## src/rtl/char_lcd_nibble_sequencer_core_macros.svh

```systemverilog
// Assertion helpers shared by the sequencer modules.
// Each expects clk_i and rst_ni in the enclosing module.
`ifndef CHAR_LCD_NIBBLE_SEQUENCER_CORE_MACROS_SVH
`define CHAR_LCD_NIBBLE_SEQUENCER_CORE_MACROS_SVH
`ifndef SYNTHESIS
`define CLNS_ASSERT_IMP(lbl, ante, cons) \
  lbl: assert property (@(posedge clk_i) disable iff (!rst_ni) (ante) |-> (cons)) \
    else $error("assertion failed");
`define CLNS_ASSERT_NXT(lbl, ante, cons) \
  lbl: assert property (@(posedge clk_i) disable iff (!rst_ni) (ante) |=> (cons)) \
    else $error("assertion failed");
`else
`define CLNS_ASSERT_IMP(lbl, ante, cons)
`define CLNS_ASSERT_NXT(lbl, ante, cons)
`endif
`endif

```

## src/rtl/lcdns_pkg.sv

```systemverilog
`timescale 1ns / 1ps
package lcdns_pkg;

  // Operation codes; 6 and 7 are unused and produce nothing
  typedef enum logic [2:0] {
    OP_INIT    = 3'd0,
    OP_COMMAND = 3'd1,
    OP_CHAR    = 3'd2,
    OP_NUMBER  = 3'd3,
    OP_CURSOR  = 3'd4,
    OP_CLEAR   = 3'd5
  } op_e;

  // Pause codes handed to the pin driver
  typedef enum logic [2:0] {
    WAIT_PULSE   = 3'd0,
    WAIT_CMD     = 3'd1,
    WAIT_CLEAR   = 3'd2,
    WAIT_5MS     = 3'd3,
    WAIT_1MS     = 3'd4,
    WAIT_POWERUP = 3'd5
  } wait_e;

  // Configuration register indexes
  typedef enum logic [2:0] {
    REG_FUNC_SET = 3'd0,
    REG_CLEAR    = 3'd1,
    REG_ENTRY    = 3'd2,
    REG_DISP_ON  = 3'd3,
    REG_DDRAM    = 3'd4,
    REG_ROW1_OFS = 3'd5,
    REG_ROW2_OFS = 3'd6
  } reg_e;

  // Where the current nibble comes from
  typedef enum logic [1:0] {
    SRC_INIT  = 2'd0,
    SRC_BYTE  = 2'd1,
    SRC_SIGN  = 2'd2,
    SRC_DIGIT = 2'd3
  } src_e;

  localparam logic [7:0] CH_MINUS      = 8'h2D;
  localparam logic [3:0] DIGIT_HI      = 4'h3;
  localparam logic [7:0] DISP_OFF_CMD  = 8'h08;
  localparam logic [3:0] WAKE_NIBBLE   = 4'h3;
  localparam logic [3:0] FOURBIT_NIB   = 4'h2;
  localparam logic [3:0] INIT_LAST    = 4'd14;
  localparam logic [3:0] INIT_BYTE0   = 4'd5;
  localparam logic [2:0] TOP_DIGIT    = 3'd4;
  localparam logic [7:0] ROW_SECOND   = 8'd2;

  // Controller to datapath
  typedef struct packed {
    logic       capture;
    logic       emit;
    src_e       src;
    logic [3:0] step;
    logic       half;
    logic [2:0] pos;
    logic       last;
  } cmd_t;

  // Datapath to controller
  typedef struct packed {
    logic out_free;
    logic neg;
    logic dig_zero;
  } stat_t;

  typedef struct packed {
    logic [3:0]  digit;
    logic [15:0] rem;
  } dec_step_t;

  function automatic logic [16:0] pow10(logic [2:0] pos);
    logic [16:0] r;
    unique case (pos)
      3'd0:    r = 17'd1;
      3'd1:    r = 17'd10;
      3'd2:    r = 17'd100;
      3'd3:    r = 17'd1000;
      3'd4:    r = 17'd10000;
      default: r = 17'd1;
    endcase
    return r;
  endfunction

  // One decimal digit at position pos and what remains below it
  function automatic dec_step_t dec_step(logic [15:0] mag, logic [2:0] pos);
    dec_step_t   r;
    logic [16:0] pw;
    logic [16:0] prod;
    pw      = pow10(pos);
    r.digit = '0;
    r.rem   = mag;
    for (int d = 1; d < 10; d++) begin
      prod = 17'(d) * pw;
      if ({1'b0, mag} >= prod) begin
        r.digit = 4'(d);
        r.rem   = 16'({1'b0, mag} - prod);
      end
    end
    return r;
  endfunction

endpackage

```

## src/rtl/char_lcd_nibble_sequencer_core.sv

```systemverilog
`timescale 1ns / 1ps
// Character LCD nibble sequencer, 4-bit pin interface.
// Input stream: one operation per item (opcode on tuser; byte, number, row
// and column on tdata). Output stream: one nibble transfer or pure wait per
// item, with register select on tuser and tlast on the final item of an
// operation. Register writes go through cfg_we_i/cfg_addr_i/cfg_wdata_i
// and take effect at once; write them only while the block is idle.
// Throughput: a controller state machine steps at most one output item per
// cycle while the output register is free, and waits while it is held. An
// operation is taken in the idle state; then init sends fifteen items and
// command/character/cursor/clear two each. A number first checks the sign
// (sending the minus sign when negative), then per decimal position either
// skips a leading zero or sends its two nibbles. Digits come from one shared
// digit-extraction unit, one decimal position per step.
// Reset loads the register defaults and empties the output register.
// If the receiver stalls, the held output item stays put and the sequencer
// waits; the next operation is taken as soon as the last result of the
// previous one sits in the output register.
module char_lcd_nibble_sequencer_core #(
  parameter int unsigned COLUMNS = 16
) (
  input  logic        clk_i,
  input  logic        rst_ni,
  input  logic        cfg_we_i,
  input  logic [2:0]  cfg_addr_i,
  input  logic [7:0]  cfg_wdata_i,
  input  logic        s_axis_tvalid,
  output logic        s_axis_tready,
  // byte_value[7:0], number_value[23:8], row_number[31:24], column_number[39:32]
  input  logic [39:0] s_axis_tdata,
  // opcode[2:0]
  input  logic [2:0]  s_axis_tuser,
  output logic        m_axis_tvalid,
  input  logic        m_axis_tready,
  // strobe_res[0], nibble[4:1], wait_code[7:5]
  output logic [7:0]  m_axis_tdata,
  // register_select[0]
  output logic [0:0]  m_axis_tuser,
  output logic        m_axis_tlast
);
  import lcdns_pkg::*;

  cmd_t       cmd;
  stat_t      stat;
  logic       strobe, rs;
  logic [3:0] nib;
  logic [2:0] wcode;

  lcdns_ctrl u_ctrl (
    .clk_i       (clk_i),
    .rst_ni      (rst_ni),
    .in_valid_i  (s_axis_tvalid),
    .in_ready_o  (s_axis_tready),
    .in_opcode_i (s_axis_tuser),
    .stat_i      (stat),
    .cmd_o       (cmd)
  );

  lcdns_dpath #(
    .COLUMNS (COLUMNS)
  ) u_dpath (
    .clk_i        (clk_i),
    .rst_ni       (rst_ni),
    .cfg_we_i     (cfg_we_i),
    .cfg_addr_i   (cfg_addr_i),
    .cfg_wdata_i  (cfg_wdata_i),
    .in_opcode_i  (s_axis_tuser),
    .in_byte_i    (s_axis_tdata[7:0]),
    .in_number_i  (s_axis_tdata[23:8]),
    .in_row_i     (s_axis_tdata[31:24]),
    .in_col_i     (s_axis_tdata[39:32]),
    .cmd_i        (cmd),
    .stat_o       (stat),
    .out_valid_o  (m_axis_tvalid),
    .out_ready_i  (m_axis_tready),
    .out_strobe_o (strobe),
    .out_rs_o     (rs),
    .out_nibble_o (nib),
    .out_wait_o   (wcode),
    .out_last_o   (m_axis_tlast)
  );

  assign m_axis_tdata = {wcode, nib, strobe};
  assign m_axis_tuser = rs;

endmodule

```

## src/rtl/lcdns_ctrl.sv

```systemverilog
`timescale 1ns / 1ps
`include "char_lcd_nibble_sequencer_core_macros.svh"
module lcdns_ctrl (
  input  logic              clk_i,
  input  logic              rst_ni,
  input  logic              in_valid_i,
  output logic              in_ready_o,
  input  logic [2:0]        in_opcode_i,
  input  lcdns_pkg::stat_t  stat_i,
  output lcdns_pkg::cmd_t   cmd_o
);
  import lcdns_pkg::*;

  typedef enum logic [2:0] {
    ST_IDLE,
    ST_INIT,
    ST_BYTE,
    ST_SIGN,
    ST_NUM
  } state_e;

  state_e     state_q, state_d;
  logic [3:0] step_q, step_d;
  logic       half_q, half_d;
  logic [2:0] pos_q, pos_d;
  logic       started_q, started_d;

  // State register
  always_ff @(posedge clk_i or negedge rst_ni) begin
    if (!rst_ni) begin
      state_q   <= ST_IDLE;
      step_q    <= '0;
      half_q    <= 1'b0;
      pos_q     <= '0;
      started_q <= 1'b0;
    end else begin
      state_q   <= state_d;
      step_q    <= step_d;
      half_q    <= half_d;
      pos_q     <= pos_d;
      started_q <= started_d;
    end
  end

  // Next state and commands
  always_comb begin
    state_d       = state_q;
    step_d        = step_q;
    half_d        = half_q;
    pos_d         = pos_q;
    started_d     = started_q;
    in_ready_o    = 1'b0;
    cmd_o         = '0;
    cmd_o.src     = SRC_INIT;
    cmd_o.step    = step_q;
    cmd_o.half    = half_q;
    cmd_o.pos     = pos_q;
    unique case (state_q)
      ST_IDLE: begin
        in_ready_o = 1'b1;
        if (in_valid_i) begin
          cmd_o.capture = 1'b1;
          half_d        = 1'b0;
          case (op_e'(in_opcode_i)) inside
            OP_INIT: begin
              state_d = ST_INIT;
              step_d  = '0;
            end
            OP_COMMAND, OP_CHAR, OP_CURSOR, OP_CLEAR: state_d = ST_BYTE;
            OP_NUMBER: begin
              state_d   = ST_SIGN;
              pos_d     = TOP_DIGIT;
              started_d = 1'b0;
            end
            default: state_d = ST_IDLE;
          endcase
        end
      end
      ST_INIT: begin
        cmd_o.src = SRC_INIT;
        if (stat_i.out_free) begin
          cmd_o.emit = 1'b1;
          if (step_q == INIT_LAST) begin
            cmd_o.last = 1'b1;
            state_d    = ST_IDLE;
          end else begin
            step_d = step_q + 4'd1;
          end
        end
      end
      ST_BYTE: begin
        cmd_o.src = SRC_BYTE;
        if (stat_i.out_free) begin
          cmd_o.emit = 1'b1;
          if (half_q) begin
            cmd_o.last = 1'b1;
            half_d     = 1'b0;
            state_d    = ST_IDLE;
          end else begin
            half_d = 1'b1;
          end
        end
      end
      ST_SIGN: begin
        cmd_o.src = SRC_SIGN;
        if (!stat_i.neg) begin
          state_d = ST_NUM;
        end else if (stat_i.out_free) begin
          cmd_o.emit = 1'b1;
          half_d     = !half_q;
          if (half_q) state_d = ST_NUM;
        end
      end
      ST_NUM: begin
        cmd_o.src = SRC_DIGIT;
        // leading zeros are skipped, the units digit always goes out
        if (!half_q && stat_i.dig_zero && !started_q && pos_q != '0) begin
          pos_d = pos_q - 3'd1;
        end else if (stat_i.out_free) begin
          cmd_o.emit = 1'b1;
          if (!half_q) begin
            half_d    = 1'b1;
            started_d = 1'b1;
          end else begin
            half_d = 1'b0;
            if (pos_q == '0) begin
              cmd_o.last = 1'b1;
              state_d    = ST_IDLE;
            end else begin
              pos_d = pos_q - 3'd1;
            end
          end
        end
      end
      default: state_d = ST_IDLE;
    endcase
  end

  `CLNS_ASSERT_IMP(a_idle_no_emit, state_q == ST_IDLE, !cmd_o.emit)
  `CLNS_ASSERT_IMP(a_emit_slot_free, cmd_o.emit, stat_i.out_free)
  `CLNS_ASSERT_NXT(a_last_to_idle, cmd_o.emit && cmd_o.last, state_q == ST_IDLE)
  `CLNS_ASSERT_IMP(a_pos_range, state_q == ST_NUM, pos_q <= TOP_DIGIT)

endmodule

```

## src/rtl/lcdns_dpath.sv

```systemverilog
`timescale 1ns / 1ps
`include "char_lcd_nibble_sequencer_core_macros.svh"
module lcdns_dpath #(
  parameter int unsigned COLUMNS = 16
) (
  input  logic               clk_i,
  input  logic               rst_ni,
  input  logic               cfg_we_i,
  input  logic [2:0]         cfg_addr_i,
  input  logic [7:0]         cfg_wdata_i,
  input  logic [2:0]         in_opcode_i,
  input  logic [7:0]         in_byte_i,
  input  logic signed [15:0] in_number_i,
  input  logic [7:0]         in_row_i,
  input  logic [7:0]         in_col_i,
  input  lcdns_pkg::cmd_t    cmd_i,
  output lcdns_pkg::stat_t   stat_o,
  output logic               out_valid_o,
  input  logic               out_ready_i,
  output logic               out_strobe_o,
  output logic               out_rs_o,
  output logic [3:0]         out_nibble_o,
  output logic [2:0]         out_wait_o,
  output logic               out_last_o
);
  import lcdns_pkg::*;

  localparam logic [7:0] ColMax = 8'(COLUMNS);

  // Configuration registers
  logic [7:0] func_set_q, clear_q, entry_q, disp_on_q, ddram_q;
  logic [6:0] row1_ofs_q, row2_ofs_q;

  always_ff @(posedge clk_i or negedge rst_ni) begin
    if (!rst_ni) begin
      func_set_q <= 8'h28;
      clear_q    <= 8'h01;
      entry_q    <= 8'h06;
      disp_on_q  <= 8'h0C;
      ddram_q    <= 8'h80;
      row1_ofs_q <= 7'd0;
      row2_ofs_q <= 7'd64;
    end else if (cfg_we_i) begin
      unique case (reg_e'(cfg_addr_i))
        REG_FUNC_SET: func_set_q <= cfg_wdata_i;
        REG_CLEAR:    clear_q    <= cfg_wdata_i;
        REG_ENTRY:    entry_q    <= cfg_wdata_i;
        REG_DISP_ON:  disp_on_q  <= cfg_wdata_i;
        REG_DDRAM:    ddram_q    <= cfg_wdata_i;
        REG_ROW1_OFS: row1_ofs_q <= cfg_wdata_i[6:0];
        REG_ROW2_OFS: row2_ofs_q <= cfg_wdata_i[6:0];
        default: ;
      endcase
    end
  end

  // Cursor address: clamped column plus row start
  logic [7:0] col_c, addr;
  always_comb begin
    if (in_col_i == 8'd0)      col_c = 8'd1;
    else if (in_col_i > ColMax) col_c = ColMax;
    else                       col_c = in_col_i;
    addr = ddram_q + {1'b0, (in_row_i == ROW_SECOND) ? row2_ofs_q : row1_ofs_q}
         + (col_c - 8'd1);
  end

  // Operand capture for single-byte operations and numbers
  logic [7:0]  byte_q, byte_d;
  logic        byte_rs_q, byte_rs_d;
  wait_e       byte_wait_q, byte_wait_d;
  logic        neg_q;
  logic [15:0] mag_q;
  dec_step_t   dec;

  always_comb begin
    byte_d      = clear_q;
    byte_rs_d   = 1'b0;
    byte_wait_d = WAIT_CMD;
    case (op_e'(in_opcode_i))
      OP_COMMAND: byte_d = in_byte_i;
      OP_CHAR: begin
        byte_d    = in_byte_i;
        byte_rs_d = 1'b1;
      end
      OP_CURSOR: byte_d = addr;
      default:   byte_wait_d = WAIT_CLEAR;
    endcase
  end

  assign dec = dec_step(mag_q, cmd_i.pos);

  always_ff @(posedge clk_i) begin
    if (cmd_i.capture) begin
      byte_q      <= byte_d;
      byte_rs_q   <= byte_rs_d;
      byte_wait_q <= byte_wait_d;
      neg_q       <= in_number_i[15];
      mag_q       <= in_number_i[15] ? 16'(-in_number_i) : 16'(in_number_i);
    end else if (cmd_i.emit && cmd_i.src == SRC_DIGIT && cmd_i.half) begin
      mag_q <= dec.rem;
    end
  end

  // Init sequence byte list
  logic [3:0] init_k;
  logic [7:0] init_byte;
  wait_e      init_lo_wait;
  assign init_k = cmd_i.step - INIT_BYTE0;
  always_comb begin
    init_lo_wait = WAIT_CMD;
    case (init_k[3:1])
      3'd0:    init_byte = func_set_q;
      3'd1:    init_byte = DISP_OFF_CMD;
      3'd2: begin
        init_byte    = clear_q;
        init_lo_wait = WAIT_CLEAR;
      end
      3'd3:    init_byte = entry_q;
      default: init_byte = disp_on_q;
    endcase
  end

  // Build the next nibble item
  logic  nx_strobe, nx_rs;
  logic [3:0] nx_nib;
  wait_e nx_wait;
  always_comb begin
    nx_strobe = 1'b1;
    nx_rs     = 1'b0;
    nx_nib    = '0;
    nx_wait   = WAIT_PULSE;
    case (cmd_i.src)
      SRC_INIT: begin
        if (cmd_i.step == 4'd0) begin
          nx_strobe = 1'b0;
          nx_wait   = WAIT_POWERUP;
        end else if (cmd_i.step == 4'd1) begin
          nx_nib  = WAKE_NIBBLE;
          nx_wait = WAIT_5MS;
        end else if (cmd_i.step < 4'd4) begin
          nx_nib  = WAKE_NIBBLE;
          nx_wait = WAIT_1MS;
        end else if (cmd_i.step == 4'd4) begin
          nx_nib  = FOURBIT_NIB;
          nx_wait = WAIT_1MS;
        end else begin
          nx_nib  = init_k[0] ? init_byte[3:0] : init_byte[7:4];
          nx_wait = init_k[0] ? init_lo_wait : WAIT_PULSE;
        end
      end
      SRC_BYTE: begin
        nx_rs   = byte_rs_q;
        nx_nib  = cmd_i.half ? byte_q[3:0] : byte_q[7:4];
        nx_wait = cmd_i.half ? byte_wait_q : WAIT_PULSE;
      end
      SRC_SIGN: begin
        nx_rs   = 1'b1;
        nx_nib  = cmd_i.half ? CH_MINUS[3:0] : CH_MINUS[7:4];
        nx_wait = cmd_i.half ? WAIT_CMD : WAIT_PULSE;
      end
      default: begin
        nx_rs   = 1'b1;
        nx_nib  = cmd_i.half ? dec.digit : DIGIT_HI;
        nx_wait = cmd_i.half ? WAIT_CMD : WAIT_PULSE;
      end
    endcase
  end

  // Output register
  logic       out_valid_q;
  logic       out_strobe_q, out_rs_q, out_last_q;
  logic [3:0] out_nib_q;
  wait_e      out_wait_q;

  always_ff @(posedge clk_i or negedge rst_ni) begin
    if (!rst_ni) begin
      out_valid_q <= 1'b0;
    end else if (cmd_i.emit) begin
      out_valid_q <= 1'b1;
    end else if (out_ready_i) begin
      out_valid_q <= 1'b0;
    end
  end

  always_ff @(posedge clk_i) begin
    if (cmd_i.emit) begin
      out_strobe_q <= nx_strobe;
      out_rs_q     <= nx_rs;
      out_nib_q    <= nx_nib;
      out_wait_q   <= nx_wait;
      out_last_q   <= cmd_i.last;
    end
  end

  assign out_valid_o     = out_valid_q;
  assign out_strobe_o    = out_strobe_q;
  assign out_rs_o        = out_rs_q;
  assign out_nibble_o    = out_nib_q;
  assign out_wait_o      = out_wait_q;
  assign out_last_o      = out_last_q;

  assign stat_o.out_free = !out_valid_q || out_ready_i;
  assign stat_o.neg      = neg_q;
  assign stat_o.dig_zero = (dec.digit == 4'd0);

  `CLNS_ASSERT_IMP(a_no_overwrite, out_valid_q && !out_ready_i, !cmd_i.emit)
  `CLNS_ASSERT_NXT(a_units_clear,
    cmd_i.emit && cmd_i.src == SRC_DIGIT && cmd_i.half && cmd_i.pos == 3'd0,
    mag_q == 16'd0)
  `CLNS_ASSERT_NXT(a_drain, out_valid_q && out_ready_i && !cmd_i.emit, !out_valid_q)

endmodule

```

## config.mk

```make
export PLATFORM = sky130hd
export DESIGN_NAME = char_lcd_nibble_sequencer_core
export DESIGN_NICKNAME = d
export VERILOG_FILES = /design/src/rtl/lcdns_pkg.sv /design/src/rtl/char_lcd_nibble_sequencer_core.sv /design/src/rtl/lcdns_ctrl.sv /design/src/rtl/lcdns_dpath.sv
export VERILOG_INCLUDE_DIRS = /design/src /design/src/rtl
export SDC_FILE = /design/constraint.sdc
export NUM_CORES = 1
export LEC_CHECK = 0
export ABC_AREA = 1
export BUFFER_PORTS_ARGS = -buffer_cell sky130_fd_sc_hd__buf_4
export CAP_MARGIN = 20
export CORE_ASPECT_RATIO = 1.4
export CORE_MARGIN = 4
export CORE_UTILIZATION = 48
export DETAILED_ROUTE_END_ITERATION = 8
export GPL_TIMING_DRIVEN = 1
export PLACE_DENSITY = 0.63
export SLEW_MARGIN = 25
export SYNTH_ARGS = -nofsm -noshare
export SYNTH_HDL_FRONTEND = slang
export SYNTH_SLANG_ARGS = --single-unit
```

## constraint.sdc

```tcl
create_clock -name clk_i -period 6.55 [get_ports clk_i]
set_input_delay 0.3275 -clock clk_i [delete_from_list [all_inputs] [get_ports clk_i]]
set_output_delay 0.3275 -clock clk_i [all_outputs]
set_load 0.1 [all_outputs]
```

Word-level counts from Yosys, hierarchy flattened
Index checks and enable logic that the tools add are counted.

word-level totals
  flip-flop bits (word level) = 106
  logic and storage cells = 250

operators by class
  $add $sub $neg = 16
  multiply operators = 5
  magnitude comparators = 11
  equality and inequality tests = 51
  mux-type cells = 103
  reductions and logical operators = 41

operators by type and width
  cell                     number
  $sub A16 B16 Y16         7
  $ge A16 B17 Y1           6
  $mux W19                 4
  $mux W3                  25
  $pmux W14 S4             1
  $mux W16                 3
  $mux W4                  12
  $mux W20                 2
  $mux W18                 2
  $mul A3 B14 Y17 const A  2
  $mul A2 B14 Y16 const A  2
  $mux W1                  32
  $pmux W8 S4              1
  $eq A3 B2 Y1 const B     10
  $eq A3 B3 Y1 const B     7
  $ne A2 B2 Y1 const B     10
  $mul A4 B14 Y17 const A  1
  $mux W17                 1
  $ge A16 B14 Y1           1
  $ge A16 B15 Y1           1
  $ge A16 B16 Y1           1
  $mux W8                  2
  $neg A16 Y16             1
  $pmux W8 S2              1
  49 further kinds         92

Longest topological paths before layout
  depth after elaboration = 23
  mapped depth = 39
  mapped depth without buffers = 39

By module
Synthesis repeated with hierarchy kept, for this count alone.

second synthesis, totals
  cell total of the unflattened synthesis = 2204
  area, all modules = 14594.0 um^2

modules (own cells, without submodules)
  module                          instances  cells an instance  area an instance (um^2)  seq. area each (um^2)
  lcdns_dpath                     1          2066               13613.1                  2528.7
  lcdns_ctrl                      1          137                973.4                    300.3
  char_lcd_nibble_sequencer_core  1          1                  7.5                      0.0

Worst setup path before layout
Ideal clock, no wire load.

  kind = register to register
  start point = register u_ctrl.pos_q[0]
  end point = register u_dpath.mag_q[10], enable pin
  arrival time = 6.522 ns
  data required time = 6.164 ns
  slack = -0.358 ns
  cell stages (with the launch flop) = 35
  path buffers = 0
  period minus slack after synthesis = 6.908 ns
  cells stage by stage = dfrtp_1 -> inv_1 -> ha_1 -> nand2_2 -> inv_1 -> nor2_1 -> inv_1 -> nor2_1 -> nand2_1 -> o21ai_0 -> inv_1 -> fa_1 -> ha_1 -> a21oi_1 -> nand2_1 -> a21oi_1 -> o21bai_1 -> nand2_1 -> o21ai_0 -> a21oi_1 -> xor2_1 -> ha_1 -> a21o_1 -> inv_1 -> o21ai_0 -> nand3_1 -> nand4_1 -> nor2_4 -> inv_2 -> nor2_1 -> nand2_1 -> nand2_2 -> nand2_4 -> nand4_2 -> a21boi_1

on the way
  longest elaborated chain between the ends = 22
  elaborated cells between the ends (all ways) = 40

RTL lines
  what                                                     line                text
  start: declaration                                       lcdns_ctrl.sv:25    logic [2:0] pos_q, pos_d;
  start signal: assignment                                 lcdns_ctrl.sv:40    pos_q <= pos_d;
  branches (longest 21 deep; another with $ge A16 B17 Y1)  -
  $reduce_and A2 Y1 (no line) *                            -
  end signal: assignment                                   lcdns_dpath.sv:98   mag_q <= in_number_i[15] ? 16'(-in_number_i) : 16'(in_number_i);
  end signal: assignment                                   lcdns_dpath.sv:100  mag_q <= dec.rem;
  end: declaration                                         lcdns_dpath.sv:72   logic [15:0] mag_q;

Mark *: on every way between the ends. The select of a mux whose other input is x is not followed.
A chain may end at the register's enable or synchronous reset.

Worst setup path in the final report
  start point = register u_ctrl.pos_q[0]
  end point = register u_dpath.mag_q[10], data pin

on the way
  longest elaborated chain between the ends = 14
  elaborated cells between the ends (all ways) = 38

RTL lines
  what                                                     line               text
  $eq A3 B3 Y1 (tied with other cells)                     lcdns_pkg.sv:78    unique case (pos)
  $pmux W14 S4 *                                           lcdns_pkg.sv:78
  branches (longest 9 deep; another with $mul A2 B14 Y16)  -
  $mux W20 *                                               lcdns_pkg.sv:99    if ({1'b0, mag} >= prod) begin
  $mux W16 *                                               lcdns_dpath.sv:99  end else if (cmd_i.emit && cmd_i.src == SRC_DIGIT && cmd_i.half) begin
  $mux W16 *                                               lcdns_dpath.sv:93  if (cmd_i.capture) begin

Marks and branches as above.

==> run_summary.xml <==
<?xml version="1.0" encoding="UTF-8"?>
<metrics>
  <group name="status">
    <metric name="status" unit="">finished, final reports clean</metric>
  </group>
  <group name="synth">
    <metric name="ys.flop_type" unit="">sky130_fd_sc_hd__dfrtp_1</metric>
    <metric name="synth.cell_area" unit="mm^2">0.0143</metric>
    <metric name="synth.area.top_cells" unit="">sky130_fd_sc_hd__ha_1, sky130_fd_sc_hd__nand2_1, sky130_fd_sc_hd__dfrtp_1</metric>
    <metric name="post_synthesis_register_bit_count" unit="">105</metric>
    <metric name="synthMuxAreaShare" unit="%">0.491</metric>
    <metric name="yosys.cell_types.count" unit="">63</metric>
    <metric name="synthDominantAreaCellType" unit="">sky130_fd_sc_hd__ha_1</metric>
    <metric name="yosys.area_share.xor_xnor" unit="%">7.43</metric>
    <metric name="synth-compound-area-share" unit="%">17.7</metric>
    <metric name="synth_cells" unit="">2118</metric>
    <metric name="synth_simple_gate_area_share" unit="%">29.8</metric>
    <metric name="synth-adder-area-share" unit="%">16.6</metric>
    <metric name="synth_enable_flop_cells" unit="">38</metric>
    <metric name="synth_largest_type_area_fraction" unit="%">13.7</metric>
    <metric name="yosys_warnings" unit="">0</metric>
    <metric name="synth.yosys.seq_area_share" unit="%">19.8</metric>
    <metric name="synth-async-reset-ratio" unit="%">63.8</metric>
    <metric name="syn_area_per_cell" unit="um^2">6.73</metric>
    <metric name="synth_top_family_by_area" unit="">simple AND/OR/NAND/NOR gates</metric>
  </group>
  <group name="worst_hold_path">
    <metric name="worst_hold_path_type" unit="">input port to asynchronous set/reset pin</metric>
  </group>
  <group name="detailed_routing">
    <metric name="dr.pass1.iters" unit="">5</metric>
    <metric name="avgViaCountPerCell" unit="">5.90</metric>
    <metric name="wl_per_cell" unit="um">22.4</metric>
    <metric name="detailroute.via_count" unit="">15200</metric>
    <metric name="antenna_violating_nets_post_route" unit="">0</metric>
    <metric name="detailedRoute.firstIterationViolations" unit="">1178</metric>
    <metric name="post-route-drc-count" unit="">0</metric>
    <metric name="wl" unit="mm">57.6</metric>
  </group>
  <group name="die">
    <metric name="num_rows" unit="">74</metric>
    <metric name="start_util" unit="%">48.7</metric>
    <metric name="core" unit="mm^2">0.0293</metric>
    <metric name="die-area" unit="mm^2">0.0326</metric>
    <metric name="height_of_the_chip" unit="um">212</metric>
    <metric name="io_pins" unit="">71</metric>
    <metric name="chipWidth" unit="um">154</metric>
  </group>
  <group name="sta">
    <metric name="slew_headroom" unit="%">40.3</metric>
    <metric name="post-route-period-util" unit="%">93.6</metric>
    <metric name="setup-tns-final" unit="ns">0</metric>
    <metric name="hold_viol" unit="">0</metric>
    <metric name="timing_worst_slew_pin_value" unit="ns">0.873</metric>
    <metric name="clock_skew" unit="ns">0.00951</metric>
    <metric name="slew_violations" unit="">0</metric>
    <metric name="final.min_clock_period" unit="ns">6.13</metric>
    <metric name="number_of_failing_setup_endpoints_in_the_final_timing_report" unit="">0</metric>
    <metric name="grt_setup_unrepaired" unit="">no</metric>
    <metric name="maxClockFrequency" unit="MHz">163</metric>
  </group>
  <group name="finish">
    <metric name="area_delta_synth_final" unit="%">9.57</metric>
    <metric name="drive_gt1_share" unit="%">9.41</metric>
    <metric name="seq_area" unit="mm^2">0.00283</metric>
    <metric name="multiInputGateArea" unit="mm^2">0.0103</metric>
    <metric name="filler_cell_count" unit="">3066</metric>
    <metric name="finish.net_count" unit="">2421</metric>
    <metric name="antennaDiodeCount" unit="">0</metric>
  </group>
  <group name="worst_setup_path">
    <metric name="setup.worst_path.class" unit="">flop to flop</metric>
    <metric name="worstPathMaxFanout" unit="">11</metric>
    <metric name="cpLargestDelayFamily" unit="">simple AND/OR/NAND/NOR gates</metric>
    <metric name="crit_arrival" unit="ns">6.23</metric>
    <metric name="cp.depth" unit="">35</metric>
    <metric name="setup.worst_path.end_class" unit="">flop</metric>
    <metric name="cpPeakStageDelay" unit="ns">0.42</metric>
    <metric name="worst-r2r-setup-slack" unit="ns">0.42</metric>
    <metric name="critical_path_startpoint" unit="">u_ctrl.pos_q[0]$_DFFE_PN0P_</metric>
    <metric name="reg2reg_from" unit="">u_ctrl.pos_q[0]$_DFFE_PN0P_</metric>
    <metric name="critical_path.slowest_cell" unit="">sky130_fd_sc_hd__dfrtp_1</metric>
    <metric name="worst_reg_to_reg_path_cell_count" unit="">35</metric>
    <metric name="path_buf_inv" unit="">8</metric>
    <metric name="critPathRequiredTime" unit="ns">6.65</metric>
    <metric name="critical_path.reg2reg.endpoint" unit="">u_dpath.mag_q[10]$_DFFE_PP_</metric>
    <metric name="setup.worst_path.start_class" unit="">flop</metric>
    <metric name="critPathMostFrequentCell" unit="">sky130_fd_sc_hd__nand2_1</metric>
    <metric name="endpoint" unit="">u_dpath.mag_q[10]$_DFFE_PP_</metric>
  </group>
  <group name="clock_tree">
    <metric name="ctsHoldBuffers" unit="">0</metric>
    <metric name="total_clock_buffers_created_by_cts" unit="">9</metric>
    <metric name="number_of_clock_sinks" unit="">105</metric>
    <metric name="clock_path_buffers" unit="">2</metric>
    <metric name="ctsHtreeMaxLevel" unit="">3</metric>
    <metric name="cts_root_buf" unit="">sky130_fd_sc_hd__clkbuf_16</metric>
    <metric name="tritoncts" unit="">yes</metric>
    <metric name="worst_setup_hold_path_clk_slew" unit="ns">0.08</metric>
    <metric name="clock_latency_of_the_later_clocked_register_in_the_worst_skew_pair" unit="ns">0.35</metric>
  </group>
  <group name="grt">
    <metric name="antenna_found_initial" unit="">1</metric>
    <metric name="global_route.overflow_total" unit="">0</metric>
    <metric name="first_global_vias" unit="">15300</metric>
    <metric name="first_pass_grt_wire_length" unit="mm">86.5</metric>
    <metric name="grt_max_degree" unit="">68</metric>
    <metric name="grt.total_usage" unit="%">34.6</metric>
  </group>
  <group name="flow_run">
    <metric name="drv_cap" unit="">0</metric>
  </group>
  <group name="place">
    <metric name="dp_hpwl" unit="mm">47.3</metric>
    <metric name="globalplace.congestion" unit="">1.05</metric>
    <metric name="buffer_ports.inserted" unit="">70</metric>
  </group>
</metrics>
[state kept, by name, indices dropped and copies added, names as in the netlist, 2 cells and up]
register              count
u_ctrl.pos_q              3
u_ctrl.state_q            3
u_ctrl.step_q             4
u_dpath.byte_q            8
u_dpath.byte_wait_q       2
u_dpath.clear_q           8
u_dpath.ddram_q           8
u_dpath.disp_on_q         8
u_dpath.entry_q           8
u_dpath.func_set_q        8
u_dpath.mag_q            16
u_dpath.out_nibble_o      4
u_dpath.out_wait_o        3
u_dpath.row1_ofs_q        7
u_dpath.row2_ofs_q        7
[layout by cell type (no fill, tap or decap), types with 10 or more instances in the layout]
| cell | instances |
|---|---|
| sky130_fd_sc_hd__ha_1 | 156 |
| sky130_fd_sc_hd__nor2_1 | 189 |
| sky130_fd_sc_hd__or2_2 | 12 |
| sky130_fd_sc_hd__o21ai_0 | 155 |
| sky130_fd_sc_hd__a21oi_1 | 162 |
| sky130_fd_sc_hd__fa_1 | 21 |
| sky130_fd_sc_hd__inv_1 | 224 |
| sky130_fd_sc_hd__nor3_1 | 36 |
| sky130_fd_sc_hd__o211ai_1 | 15 |
| sky130_fd_sc_hd__nand2_1 | 500 |
| sky130_fd_sc_hd__nand4_1 | 31 |
| sky130_fd_sc_hd__nand3_1 | 137 |
| sky130_fd_sc_hd__buf_4 | 99 |
| sky130_fd_sc_hd__inv_2 | 11 |
| sky130_fd_sc_hd__o21bai_1 | 11 |
| sky130_fd_sc_hd__xnor2_1 | 41 |
| sky130_fd_sc_hd__nor4_1 | 11 |
| sky130_fd_sc_hd__nand2_2 | 15 |
| sky130_fd_sc_hd__a31oi_1 | 19 |
| sky130_fd_sc_hd__edfxtp_1 | 38 |
| sky130_fd_sc_hd__xor2_1 | 80 |
| sky130_fd_sc_hd__dfrtp_1 | 58 |
| sky130_fd_sc_hd__o21ai_1 | 13 |
| sky130_fd_sc_hd__nand3_2 | 10 |
[Yosys cell counts (19+ instances only)]
cell / count
sky130_fd_sc_hd__a21oi_1: 163
sky130_fd_sc_hd__a31oi_1: 19
sky130_fd_sc_hd__buf_2: 22
sky130_fd_sc_hd__dfrtp_1: 58
sky130_fd_sc_hd__edfxtp_1: 38
sky130_fd_sc_hd__fa_1: 21
sky130_fd_sc_hd__ha_1: 156
sky130_fd_sc_hd__inv_1: 226
sky130_fd_sc_hd__nand2_1: 500
sky130_fd_sc_hd__nand3_1: 138
sky130_fd_sc_hd__nand4_1: 31
sky130_fd_sc_hd__nor2_1: 191
sky130_fd_sc_hd__nor3_1: 36
sky130_fd_sc_hd__o21ai_0: 155
sky130_fd_sc_hd__xnor2_1: 41
sky130_fd_sc_hd__xor2_1: 80
[metrics by stage]
| step | utilization [%] | hold slack, ns | std cells | area [um^2] | setup WS (ns) |
|---|---|---|---|---|---|
| after floorplan | - | 0.0319 | 2123 | 14300 | 0.0526 |
| after global placement | 52.0 | 0.465 | 2549 | 15200 | 0.387 |
| after detailed placement | 52.0 | 0.473 | 2549 | 15200 | 0.241 |
| after CTS | 53.1 | 0.116 | 2565 | 15500 | 0.191 |
| after global routing | 53.4 | 0.133 | 2570 | 15600 | 0.00964 |
| final | 53.4 | 0.0784 | 2570 | 15600 | 0.416 |
[how the worst min path moves through the flow]
stage | endpoint | slack [ns] | depth (start not counted)
finish | u_dpath.row2_ofs_q[4]$_DFFE_PN0P_ | 0.08 | 1
global route | u_dpath.row1_ofs_q[4]$_DFFE_PN0P_ | 0.13 | 1
CTS | u_dpath.row2_ofs_q[4]$_DFFE_PN0P_ | 0.12 | 1
detailed placement | u_dpath.clear_q[3]$_DFFE_PN0P_ | 0.47 | 2
global placement | u_dpath.func_set_q[7]$_DFFE_PN0P_ | 0.47 | 2
floorplan | u_ctrl.half_q$_DFFE_PN0P_ | 0.03 | 0
[worst reg2reg max path: cells and delay by family, from the launching register on]
family                   cells  cell delay [ns]
AO/OA/AOI/OAI                5             0.93
XOR/XNOR                     1             0.18
adder cells (fa/ha/maj)      4             1.26
buffers and inverters        8             1.14
flip-flops                   1             0.42
AND/OR/NAND/NOR             17             1.96
[per-layer routing]
metal  vias up  track usage, %  wire length (um)  part of all wire (%)
met1      7019            36.8             20200                    35
met2       604            60.6             27700                    48
li1       7280               -                 -                     -
met4         2            29.7              6250                    11
met5         -               0                17                 0.030
met3       248            4.03              3340                   5.8
[layout make-up]
type / count / area share (%)
sequential: 105 / 18.1
tap: 380 / 3.04
clock buffer: 11 / 1.62
inverter: 239 / 5.77
multi-input combinational: 1730 / 66.2
clock inverter: 5 / 0.401
timing repair buffer: 100 / 4.89
[kinds of logic (layout without fill, tap and decap cells)]
kind of cell,count (synthesis),after routing
simple gates,973,973
compound gates,445,445
buf+inv,288,355
fa+ha+maj,177,177
xor+xnor,121,121
flops,105,105
mux,7,7
other cells,2,7
[timing repair]
action	in CTS	in global routing
setup buffers	0	5
gates resized for setup	0	6
endpoints found under the setup margin	0	27
Power is left out: the tool's default activity adds up to more than one toggle a clock period on the data nets, which glitch-free logic cannot reach.
